<file path="config.mk">
export PLATFORM = sky130hd
export DESIGN_NAME = binding_slot_allocator_unit
export DESIGN_NICKNAME = d
export VERILOG_FILES = /design/src/rtl/bsa_pkg.sv /design/src/rtl/bsa_ram.sv /design/src/rtl/bsa_ctrl.sv /design/src/rtl/bsa_dp.sv /design/src/rtl/binding_slot_allocator_unit.sv
export SDC_FILE = /design/constraint.sdc
export NUM_CORES = 2
export LEC_CHECK = 0
export ABC_CLOCK_PERIOD_IN_PS = 4300
export BUFFER_PORTS_ARGS = -buffer_cell sky130_fd_sc_hd__buf_2
export CORE_ASPECT_RATIO = 2
export CORE_MARGIN = 2
export CORE_UTILIZATION = 40
export CTS_CLUSTER_DIAMETER = 50
export DETAILED_ROUTE_END_ITERATION = 7
export PLACE_DENSITY = 0.6
export SYNTH_ARGS = -nofsm -noshare
export SYNTH_HDL_FRONTEND = slang
export SYNTH_SLANG_ARGS = --single-unit
</file>
<file path="constraint.sdc">
create_clock -name i_clk -period 4.3 [get_ports i_clk]
set_input_delay 0.215 -clock i_clk [delete_from_list [all_inputs] [get_ports i_clk]]
set_output_delay 0.215 -clock i_clk [all_outputs]
set_load 0.005 [all_outputs]
</file>
<file path="src/rtl/bsa_pkg.sv">
// Shared types, codes and constants of the binding slot allocator.
package bsa_pkg;

    localparam int SLOTS_DEFAULT       = 32;
    localparam int MAP_ENTRIES_DEFAULT = 64;
    localparam int KINDS               = 5;
    localparam int KIND_W              = 3;
    localparam int IDENT_W             = 32;
    localparam int SLOT_FIELD_W        = 5;
    localparam int MASK_W              = 32;
    localparam int LIMIT_W             = 6;
    localparam int CFG_IDX_W           = 3;

    localparam logic [LIMIT_W-1:0] LIMIT_RESET_DEFAULT = 6'd16;
    localparam logic [LIMIT_W-1:0] LIMIT_RESET_ATOMIC  = 6'd0;

    // Opcodes.
    localparam logic [1:0] OP_ALLOC   = 2'd0;
    localparam logic [1:0] OP_RELEASE = 2'd1;
    localparam logic [1:0] OP_RESET   = 2'd2;
    localparam logic [1:0] OP_QUERY   = 2'd3;

    // Result status codes.
    localparam logic [2:0] ST_NEW     = 3'd0;
    localparam logic [2:0] ST_HELD    = 3'd1;
    localparam logic [2:0] ST_NONE    = 3'd2;
    localparam logic [2:0] ST_FREED   = 3'd3;
    localparam logic [2:0] ST_UNKNOWN = 3'd4;
    localparam logic [2:0] ST_FULL    = 3'd5;
    localparam logic [2:0] ST_RESET   = 3'd6;
    localparam logic [2:0] ST_QUERY   = 3'd7;

    // Configuration register indexes.
    localparam logic [CFG_IDX_W-1:0] CFG_LIMIT_STORAGE = 3'd0;
    localparam logic [CFG_IDX_W-1:0] CFG_LIMIT_UNIFORM = 3'd1;
    localparam logic [CFG_IDX_W-1:0] CFG_LIMIT_ARRAY   = 3'd2;
    localparam logic [CFG_IDX_W-1:0] CFG_LIMIT_ELEMENT = 3'd3;
    localparam logic [CFG_IDX_W-1:0] CFG_LIMIT_ATOMIC  = 3'd4;

    typedef struct packed {
        logic [1:0]         opcode;
        logic [KIND_W-1:0]  buffer_kind;
        logic [IDENT_W-1:0] buffer_ident;
    } t_in;

    typedef struct packed {
        logic [SLOT_FIELD_W-1:0] slot;
        logic [2:0]              status;
        logic [MASK_W-1:0]       used_mask;
    } t_out;

    typedef struct packed {
        logic accept;
        logic scan_start;
        logic exec;
        logic out_load;
    } t_cmd;

    typedef struct packed {
        logic scan_done;
    } t_sts;

endpackage

</file>
<file path="src/rtl/bsa_ram.sv">
// Generic simple dual-port RAM with registered read data.
module bsa_ram #(
    parameter int WIDTH = 8,
    parameter int DEPTH = 16,
    parameter int AW    = (DEPTH > 1) ? $clog2(DEPTH) : 1
) (
    input  logic             i_clk,
    input  logic             i_we,
    input  logic [AW-1:0]    i_waddr,
    input  logic [WIDTH-1:0] i_wdata,
    input  logic             i_re,
    input  logic [AW-1:0]    i_raddr,
    output logic [WIDTH-1:0] o_rdata
);

    logic [WIDTH-1:0] r_mem [DEPTH];
    logic [WIDTH-1:0] r_rdata;

    always_ff @(posedge i_clk) begin
        if (i_we) begin
            r_mem[i_waddr] <= i_wdata;
        end
        if (i_re) begin
            r_rdata <= r_mem[i_raddr];
        end
    end

    assign o_rdata = r_rdata;

endmodule

</file>
<file path="src/rtl/bsa_ctrl.sv">
// Controller state machine: accept, identifier scan, execute, result hand-off.
module bsa_ctrl (
    input  logic          i_clk,
    input  logic          i_rst_n,
    input  logic          i_in_valid,
    input  logic [1:0]    i_opcode,
    input  logic          i_out_stall,
    input  bsa_pkg::t_sts i_sts,
    output logic          o_in_stall,
    output logic          o_out_valid,
    output bsa_pkg::t_cmd o_cmd
);
    import bsa_pkg::*;

    localparam logic [1:0] S_IDLE = 2'd0;
    localparam logic [1:0] S_SCAN = 2'd1;
    localparam logic [1:0] S_EXEC = 2'd2;
    localparam logic [1:0] S_RESP = 2'd3;

    logic [1:0] r_state;
    logic [1:0] n_state;
    logic       r_out_valid;
    logic       n_out_valid;
    logic       accept;
    logic       needs_scan;
    logic       out_free;

    assign accept     = (r_state == S_IDLE) && i_in_valid;
    assign needs_scan = (i_opcode == OP_ALLOC) || (i_opcode == OP_RELEASE);
    assign out_free   = !r_out_valid || !i_out_stall;

    always_comb begin
        n_state = r_state;
        unique case (r_state)
            S_IDLE: begin
                if (accept) begin
                    n_state = needs_scan ? S_SCAN : S_EXEC;
                end
            end
            S_SCAN: begin
                if (i_sts.scan_done) begin
                    n_state = S_EXEC;
                end
            end
            S_EXEC: begin
                n_state = S_RESP;
            end
            S_RESP: begin
                if (out_free) begin
                    n_state = S_IDLE;
                end
            end
            default: begin
                n_state = S_IDLE;
            end
        endcase
    end

    always_comb begin
        o_cmd.accept     = accept;
        o_cmd.scan_start = accept && needs_scan;
        o_cmd.exec       = (r_state == S_EXEC);
        o_cmd.out_load   = (r_state == S_RESP) && out_free;
    end

    always_comb begin
        n_out_valid = r_out_valid;
        if (r_out_valid && !i_out_stall) begin
            n_out_valid = 1'b0;
        end
        if (o_cmd.out_load) begin
            n_out_valid = 1'b1;
        end
    end

    always_ff @(posedge i_clk) begin
        if (!i_rst_n) begin
            r_state     <= S_IDLE;
            r_out_valid <= 1'b0;
        end else begin
            r_state     <= n_state;
            r_out_valid <= n_out_valid;
        end
    end

    assign o_in_stall  = (r_state != S_IDLE);
    assign o_out_valid = r_out_valid;

endmodule

</file>
<file path="src/rtl/bsa_dp.sv">
// Datapath: limit registers, slot maps, identifier table scan and result register.
module bsa_dp #(
    parameter int SLOTS       = bsa_pkg::SLOTS_DEFAULT,
    parameter int MAP_ENTRIES = bsa_pkg::MAP_ENTRIES_DEFAULT
) (
    input  logic                                i_clk,
    input  logic                                i_rst_n,
    input  bsa_pkg::t_cmd                       i_cmd,
    output bsa_pkg::t_sts                       o_sts,
    input  bsa_pkg::t_in                        i_in_data,
    input  logic                                i_cfg_we,
    input  logic [bsa_pkg::CFG_IDX_W-1:0]       i_cfg_idx,
    input  logic [bsa_pkg::LIMIT_W-1:0]         i_cfg_data,
    output bsa_pkg::t_out                       o_out_data
);
    import bsa_pkg::*;

    localparam int SLOT_W  = (SLOTS > 1) ? $clog2(SLOTS) : 1;
    localparam int IDX_W   = (MAP_ENTRIES > 1) ? $clog2(MAP_ENTRIES) : 1;
    localparam int ENTRY_W = IDENT_W + SLOT_W;
    localparam logic [IDX_W-1:0] LAST_IDX = IDX_W'(MAP_ENTRIES - 1);

    function automatic logic [SLOTS-1:0] f_seed(input logic [LIMIT_W-1:0] lim);
        logic [SLOTS-1:0] v;
        for (int i = 0; i < SLOTS; i++) begin
            v[i] = (LIMIT_W'(i) < lim);
        end
        return v;
    endfunction

    function automatic logic [SLOTS-1:0] f_onehot(input logic [SLOT_W-1:0] s);
        logic [SLOTS-1:0] v;
        for (int i = 0; i < SLOTS; i++) begin
            v[i] = (s == SLOT_W'(i));
        end
        return v;
    endfunction

    // Request registers.
    logic [1:0]           r_op;
    logic [KIND_W-1:0]    r_kind;
    logic [IDENT_W-1:0]   r_ident;

    logic [LIMIT_W-1:0]   r_limit [KINDS];
    logic [SLOTS-1:0]     r_free  [KINDS];
    logic [SLOTS-1:0]     n_free  [KINDS];
    logic [SLOTS-1:0]     r_used  [KINDS];
    logic [SLOTS-1:0]     n_used  [KINDS];
    logic [MAP_ENTRIES-1:0] r_valid;
    logic [MAP_ENTRIES-1:0] n_valid;

    // Scan pipeline: read issue stage and compare stage.
    logic [IDX_W-1:0]     r_rd_idx;
    logic                 r_rd_act;
    logic [IDX_W-1:0]     r_cmp_idx;
    logic                 r_cmp_act;
    logic                 r_hit;
    logic [IDX_W-1:0]     r_hit_idx;
    logic [SLOT_W-1:0]    r_hit_slot;
    logic                 r_free_found;
    logic [IDX_W-1:0]     r_free_idx;

    logic [SLOT_W-1:0]    r_low_idx;
    logic                 r_low_nz;
    logic [SLOT_W-1:0]    n_low_idx;
    logic [SLOTS-1:0]     low_iso;

    logic [SLOT_W-1:0]    r_res_slot;
    logic [2:0]           r_res_status;
    logic [SLOT_W-1:0]    n_res_slot;
    logic [2:0]           n_res_status;
    t_out                 r_out;

    logic                 kind_ok;
    logic [SLOTS-1:0]     sel_free;
    logic [SLOTS-1:0]     sel_used;
    logic [MASK_W-1:0]    mask32;
    logic [SLOT_FIELD_W-1:0] slot5;

    logic                 ram_we;
    logic [ENTRY_W-1:0]   ram_rdata;
    logic [IDENT_W-1:0]   rd_ident;
    logic [SLOT_W-1:0]    rd_slot;
    logic                 cmp_hit;
    logic                 scan_done;

    bsa_ram #(
        .WIDTH (ENTRY_W),
        .DEPTH (MAP_ENTRIES),
        .AW    (IDX_W)
    ) u_map (
        .i_clk   (i_clk),
        .i_we    (ram_we),
        .i_waddr (r_free_idx),
        .i_wdata ({r_ident, r_low_idx}),
        .i_re    (r_rd_act),
        .i_raddr (r_rd_idx),
        .o_rdata (ram_rdata)
    );

    assign rd_ident  = ram_rdata[ENTRY_W-1:SLOT_W];
    assign rd_slot   = ram_rdata[SLOT_W-1:0];
    assign cmp_hit   = r_cmp_act && r_valid[r_cmp_idx] && (rd_ident == r_ident);
    assign scan_done = r_cmp_act && (cmp_hit || (r_cmp_idx == LAST_IDX));
    assign o_sts.scan_done = scan_done;

    assign kind_ok = (r_kind < KIND_W'(KINDS));

    always_comb begin
        sel_free = '0;
        sel_used = '0;
        for (int k = 0; k < KINDS; k++) begin
            if (r_kind == KIND_W'(k)) begin
                sel_free = r_free[k];
                sel_used = r_used[k];
            end
        end
    end

    // Lowest free slot: isolate the lowest set bit, then encode it.
    assign low_iso = sel_free & (~sel_free + SLOTS'(1));
    always_comb begin
        n_low_idx = '0;
        for (int i = 0; i < SLOTS; i++) begin
            if (low_iso[i]) begin
                n_low_idx = n_low_idx | SLOT_W'(i);
            end
        end
    end

    generate
        if (SLOTS >= MASK_W) begin : g_mask_cut
            assign mask32 = sel_used[MASK_W-1:0];
        end else begin : g_mask_ext
            assign mask32 = {{(MASK_W - SLOTS){1'b0}}, sel_used};
        end
        if (SLOT_W >= SLOT_FIELD_W) begin : g_slot_cut
            assign slot5 = r_res_slot[SLOT_FIELD_W-1:0];
        end else begin : g_slot_ext
            assign slot5 = {{(SLOT_FIELD_W - SLOT_W){1'b0}}, r_res_slot};
        end
    endgenerate

    // Execute step: map updates and the result of the request.
    always_comb begin
        n_free       = r_free;
        n_used       = r_used;
        n_valid      = r_valid;
        n_res_slot   = r_res_slot;
        n_res_status = r_res_status;
        ram_we       = 1'b0;
        if (i_cmd.exec) begin
            n_res_slot = '0;
            unique case (r_op)
                OP_ALLOC: begin
                    if (r_hit) begin
                        n_res_slot   = r_hit_slot;
                        n_res_status = ST_HELD;
                    end else if (!kind_ok || !r_low_nz) begin
                        n_res_status = ST_NONE;
                    end else if (!r_free_found) begin
                        n_res_status = ST_FULL;
                    end else begin
                        ram_we              = 1'b1;
                        n_valid[r_free_idx] = 1'b1;
                        for (int k = 0; k < KINDS; k++) begin
                            if (r_kind == KIND_W'(k)) begin
                                n_free[k] = r_free[k] & ~f_onehot(r_low_idx);
                                n_used[k] = r_used[k] | f_onehot(r_low_idx);
                            end
                        end
                        n_res_slot   = r_low_idx;
                        n_res_status = ST_NEW;
                    end
                end
                OP_RELEASE: begin
                    if (!r_hit) begin
                        n_res_status = ST_UNKNOWN;
                    end else begin
                        n_valid[r_hit_idx] = 1'b0;
                        // The slot goes back to the kind named by this request.
                        for (int k = 0; k < KINDS; k++) begin
                            if (r_kind == KIND_W'(k)) begin
                                n_free[k] = r_free[k] | f_onehot(r_hit_slot);
                                n_used[k] = r_used[k] & ~f_onehot(r_hit_slot);
                            end
                        end
                        n_res_slot   = r_hit_slot;
                        n_res_status = ST_FREED;
                    end
                end
                OP_RESET: begin
                    n_valid = '0;
                    for (int k = 0; k < KINDS; k++) begin
                        n_used[k] = '0;
                        n_free[k] = f_seed(r_limit[k]);
                    end
                    n_res_status = ST_RESET;
                end
                OP_QUERY: begin
                    n_res_status = ST_QUERY;
                end
                default: begin
                    n_res_status = ST_QUERY;
                end
            endcase
        end
    end

    always_ff @(posedge i_clk) begin
        if (!i_rst_n) begin
            for (int k = 0; k < KINDS; k++) begin
                r_limit[k] <= (k == KINDS - 1) ? LIMIT_RESET_ATOMIC : LIMIT_RESET_DEFAULT;
                r_free[k]  <= f_seed((k == KINDS - 1) ? LIMIT_RESET_ATOMIC
                                                      : LIMIT_RESET_DEFAULT);
                r_used[k]  <= '0;
            end
            r_valid   <= '0;
            r_rd_act  <= 1'b0;
            r_cmp_act <= 1'b0;
        end else begin
            r_free  <= n_free;
            r_used  <= n_used;
            r_valid <= n_valid;

            if (i_cfg_we) begin
                unique case (i_cfg_idx)
                    CFG_LIMIT_STORAGE: r_limit[0] <= i_cfg_data;
                    CFG_LIMIT_UNIFORM: r_limit[1] <= i_cfg_data;
                    CFG_LIMIT_ARRAY:   r_limit[2] <= i_cfg_data;
                    CFG_LIMIT_ELEMENT: r_limit[3] <= i_cfg_data;
                    CFG_LIMIT_ATOMIC:  r_limit[4] <= i_cfg_data;
                    default: begin
                    end
                endcase
            end

            // The scan stops at the first hit, so the lowest matching entry wins.
            if (i_cmd.scan_start) begin
                r_rd_act  <= 1'b1;
                r_cmp_act <= 1'b0;
            end else begin
                r_cmp_act <= r_rd_act && !scan_done;
                if (scan_done || (r_rd_idx == LAST_IDX)) begin
                    r_rd_act <= 1'b0;
                end
            end
        end
    end

    always_ff @(posedge i_clk) begin
        if (i_cmd.accept) begin
            r_op    <= i_in_data.opcode;
            r_kind  <= i_in_data.buffer_kind;
            r_ident <= i_in_data.buffer_ident;
        end

        if (i_cmd.scan_start) begin
            r_rd_idx     <= '0;
            r_hit        <= 1'b0;
            r_free_found <= 1'b0;
        end else begin
            if (r_rd_act) begin
                r_rd_idx <= r_rd_idx + IDX_W'(1);
            end
            if (cmp_hit) begin
                r_hit      <= 1'b1;
                r_hit_idx  <= r_cmp_idx;
                r_hit_slot <= rd_slot;
            end
            if (r_cmp_act && !r_valid[r_cmp_idx] && !r_free_found) begin
                r_free_found <= 1'b1;
                r_free_idx   <= r_cmp_idx;
            end
        end
        r_cmp_idx <= r_rd_idx;

        r_low_idx    <= n_low_idx;
        r_low_nz     <= |sel_free;
        r_res_slot   <= n_res_slot;
        r_res_status <= n_res_status;

        // The used mask is taken after the execute step has updated the maps.
        if (i_cmd.out_load) begin
            r_out.slot      <= slot5;
            r_out.status    <= r_res_status;
            r_out.used_mask <= mask32;
        end
    end

    assign o_out_data = r_out;

endmodule

</file>
<file path="src/rtl/binding_slot_allocator_unit.sv">
// Binding slot allocator: per-kind slot maps with an identifier-to-slot table.
// Allocate and release scan the identifier table, a memory read one entry per cycle that
// stops at the first hit; reset-bindings and query requests skip the scan. One request is in
// work at a time; a finished result waits in the output register while the next is accepted.
// Synchronous active-low reset clears all bindings and loads the default slot limits.
module binding_slot_allocator_unit #(
    parameter int SLOTS       = bsa_pkg::SLOTS_DEFAULT,
    parameter int MAP_ENTRIES = bsa_pkg::MAP_ENTRIES_DEFAULT
) (
    input  logic                          i_clk,
    input  logic                          i_rst_n,
    input  logic                          i_in_valid,
    output logic                          o_in_stall,
    input  bsa_pkg::t_in                  i_in_data,
    output logic                          o_out_valid,
    input  logic                          i_out_stall,
    output bsa_pkg::t_out                 o_out_data,
    input  logic                          i_cfg_we,
    input  logic [bsa_pkg::CFG_IDX_W-1:0] i_cfg_idx,
    input  logic [bsa_pkg::LIMIT_W-1:0]   i_cfg_data
);
    import bsa_pkg::*;

    t_cmd cmd;
    t_sts sts;

    bsa_ctrl u_ctrl (
        .i_clk       (i_clk),
        .i_rst_n     (i_rst_n),
        .i_in_valid  (i_in_valid),
        .i_opcode    (i_in_data.opcode),
        .i_out_stall (i_out_stall),
        .i_sts       (sts),
        .o_in_stall  (o_in_stall),
        .o_out_valid (o_out_valid),
        .o_cmd       (cmd)
    );

    bsa_dp #(
        .SLOTS       (SLOTS),
        .MAP_ENTRIES (MAP_ENTRIES)
    ) u_dp (
        .i_clk      (i_clk),
        .i_rst_n    (i_rst_n),
        .i_cmd      (cmd),
        .o_sts      (sts),
        .i_in_data  (i_in_data),
        .i_cfg_we   (i_cfg_we),
        .i_cfg_idx  (i_cfg_idx),
        .i_cfg_data (i_cfg_data),
        .o_out_data (o_out_data)
    );

endmodule
</file>
==> flow_metrics.tcl <==
set metrics [dict create \
    synth_area_leaders "edfxtp_1, mux4_2, dfxtp_1, o21ai_0, a21oi_1" \
    syn_area_mm2 0.119 \
    finalNetCount 7336 \
    startpoint_type "register" \
    cts_buffers 279 \
    worstHoldStart "i_in_data[29]" \
    grt_first_pass_wirelength_um 575000 \
    crit_buf_inv 2 \
    place.gp.congestion 1.06 \
    place_hpwl_um 266000 \
    critPathMaxFanout 6 \
    clockBufferDepth 4 \
    synth-main-ff-cell "edfxtp_1" \
    drt-pass1-iter-count 8 \
    cts_resized 0 \
    post-route-period-util 0.909 \
    routedWlPerCell_um 36.8 \
    cts.sinks 2946 \
    finalSetupViolCount 0 \
    syn-num-nets 6946 \
    drt-initial-drc-count 7663 \
    crit_slowest_cell "inv_1" \
    die_area_mm2 0.302 \
    die_w_um 390 \
    first_global_vias 71500 \
    synthArstFlopShare 0 \
    r2r_end "u_dp.r_low_idx[0]$_SDFF_PP1_" \
    slew_violations 3 \
    hold_path_end "u_dp.r_ident[29]$_DFFE_PP_" \
    cp_cell_sequence "buf_4 > inv_1 > nand3_1 > o22ai_1 > a21boi_0 > o211ai_1 > a32oi_1 > nand4_1" \
    yosysMostFrequentCell "edfxtp_1" \
    synth_top_area_frac 0.640 \
    grt-ovfl-total 0 \
    antenna_found_initial 34 \
    post-route-cell-area_mm2 0.136 \
    rsz0062_at_grt "no" \
    io_pins 93 \
    synth_area_per_cell_um2 17.3 \
    cpPeakStageDelay_ns 0.86 \
    clockRootBuffer "clkbuf_16" \
    finalSetupTns_ns 0 \
    p_leak_nw 41.7 \
    fin_crit_ns 3.91 \
    relSlewSlack -0.0387 \
    fmax_mhz 256 \
    worstPathArrival_ns 4.66 \
    status "finished with violations" \
    clk-insertion-delay-late_ns 0.91 \
    fin_skew_ns 0.0982 \
    postCtsHoldBufs 66 \
    crit_required_ns 5.05 \
    cap_violations 1 \
    path_clk_slew_ns 0.06 \
    row_count 283 \
    r2r_start "u_dp.r_kind[1]$_DFFE_PP_" \
    reg2reg_setup_slack_ns 0.39 \
    utilization 0.460 \
    dpl_cell_area_mm2 0.127 \
    core_area_mm2 0.297 \
    netlist_instances 6885 \
    hold_depth 2 \
    synth_edf_count 2537 \
    peakVddDrop_mv 0.297 \
    post-cts-setup-buffers 0 \
    worst_hold_path_type "in -> reg" \
    cp-startpoint "u_dp.r_kind[1]$_DFFE_PP_" \
    crit_type "reg -> reg" \
    cts_tree "done" \
    drive_above_1_share 0.258 \
    synth_common_cells "edfxtp_1, mux4_2, o21ai_0" \
    path_delay_family "compound AO/OA/AOI/OAI gates" \
    r2r_cells 8 \
    num_vias 70500 \
    viasPerCell 6.20 \
    drc 1 \
    die_h_um 776 \
    finalHoldViolations 0 \
    violations "design-rule violations, max-capacitance violations, max-slew violations" \
    gr-usage-all-layers 0.275 \
    yosys.area.top_type "edfxtp_1" \
    cp-end-kind "register" \
    ys_seq_elements 2946 \
    grt_max_degree 105 \
    area_growth_pct 14.6 \
    synth_cell_type_count 81 \
    ys_warn_count 0 \
    initial_core_util 0.401 \
    route.antenna.remaining_nets 0 \
    power_density_mw_per_mm2 534 \
    fill_cells 25200 \
    cts_max_level 5 \
    ys_seq_area_frac 0.709 \
    finalPower_mw 73.0 \
    tightest_slew_ns 1.55 \
    portBuffers 92 \
    drt_wl_total_um 418000 \
]
## stage by stage
step	std cells	worst slack (ns)	hold WS, ns
6_report	11400	0.392	0.0698
4_1_cts	11300	0.809	0.00549
5_1_grt	11300	0.386	0.0541
3_3_place_gp	10800	0.907	0.398
3_5_place_dp	10800	0.886	0.395
2_1_floorplan	6885	0.305	0.314
## per-layer routing
metal / vias to the layer above / track usage / wire length (um)
li1: 28500 / - / -
met1: 37100 / 0.280 / 132000
met2: 3580 / 0.498 / 222000
met3: 1275 / 0.0575 / 27800
met4: 14 / 0.199 / 36200
met5: - / 0 / 89
## cells in the final DEF, fill, tap and decap left out, drive strengths merged, types with 16 or more instances in the layout
cell type,netlist,routed
nor2,346,346
nand4,16,16
o21ai,512,512
o2bb2ai,24,24
a22oi,57,57
xor2,34,34
buf,162,493
and2,33,33
nand3b,28,28
o21a,22,22
nand2,470,470
o211ai,19,19
mux4,798,798
inv,24,44
a22o,26,26
dlygate4sd3,0,66
bufinv,0,23
nor3,24,24
nand2b,39,39
or2,89,89
a21oi,421,421
clkbuf,288,346
dfxtp,409,409
o221a,29,29
nand3,46,46
edfxtp,2537,2537
and3,31,31
o22ai,76,76
diode,0,38
a221oi,34,34
nor2b,28,28
clkinv,0,87
clkinvlp,0,16
mux2i,56,56
a2bb2oi,18,18
mux2,19,19
## kinds of logic (layout without fill, tap and decap cells)
logic type	after synthesis	after routing	synth area share
DFF	2946	2946	0.709
xor gates and xnor gates	36	36	0.00265
buffers and inverters	474	1075	0.0171
muxes	873	873	0.157
other	0	38	0
and+or+nand+nor	1200	1200	0.0461
AOI/OAI and AO/OA	1346	1346	0.0670
adders and majority gates	10	10	0.00105
## registers in the layout (all words and copies together) (netlist names), 3 cells and up
register and flops:
u_dp.u_map.o_rdata 37, u_dp.o_out_data 40, u_dp.r_rd_idx 6, u_dp.r_res_status 3, u_dp.r_limit 30, u_dp.r_valid 64, u_dp.r_free_idx 6, u_dp.r_ident 32
u_dp.r_hit_slot 5, u_dp.u_map.r_mem 2368, u_dp.r_free 160, u_dp.r_cmp_idx 6, u_dp.r_used 160, u_dp.r_res_slot 5, u_dp.r_hit_idx 6, u_dp.r_low_idx 5
u_dp.r_kind 3
## layout make-up
| type | instances | area [um^2] | area share |
|---|---|---|---|
| well taps | 3847 | 4810 | 0.0353 |
| inverters | 24 | 97.6 | 0.000715 |
| multi-input cells | 3465 | 33200 | 0.243 |
| clock buffers | 346 | 7470 | 0.0547 |
| diodes | 38 | 95.1 | 0.000697 |
| clock inverters | 146 | 1480 | 0.0108 |
| repair buffers | 559 | 4900 | 0.0359 |
| flip-flops and latches | 2946 | 84400 | 0.618 |
## how the worst max path moves through the flow
stage	end	depth (start not counted)
global placement	u_dp.u_map.o_rdata[32]$_DFFE_PP_	6
detailed placement	u_dp.r_free[85]$_SDFFE_PN0P_	11
finish	u_dp.r_low_idx[0]$_SDFF_PP1_	8
global route	u_dp.r_low_idx[0]$_SDFF_PP1_	8
floorplan	u_dp.o_out_data[0]$_DFFE_PP_	2
CTS	u_dp.r_free[80]$_SDFFE_PN0P_	11
## power by group
| part | leakage (nW) | total (mW) | switching, mW | internal [mW] |
|---|---|---|---|---|
| clock network | 4.34 | 24.9 | 11.1 | 13.8 |
| logic | 11.4 | 14.8 | 8.76 | 6.02 |
| registers | 26.1 | 33.2 | 0.668 | 32.6 |
No activity file was read; power rests on OpenSTA's default activity.
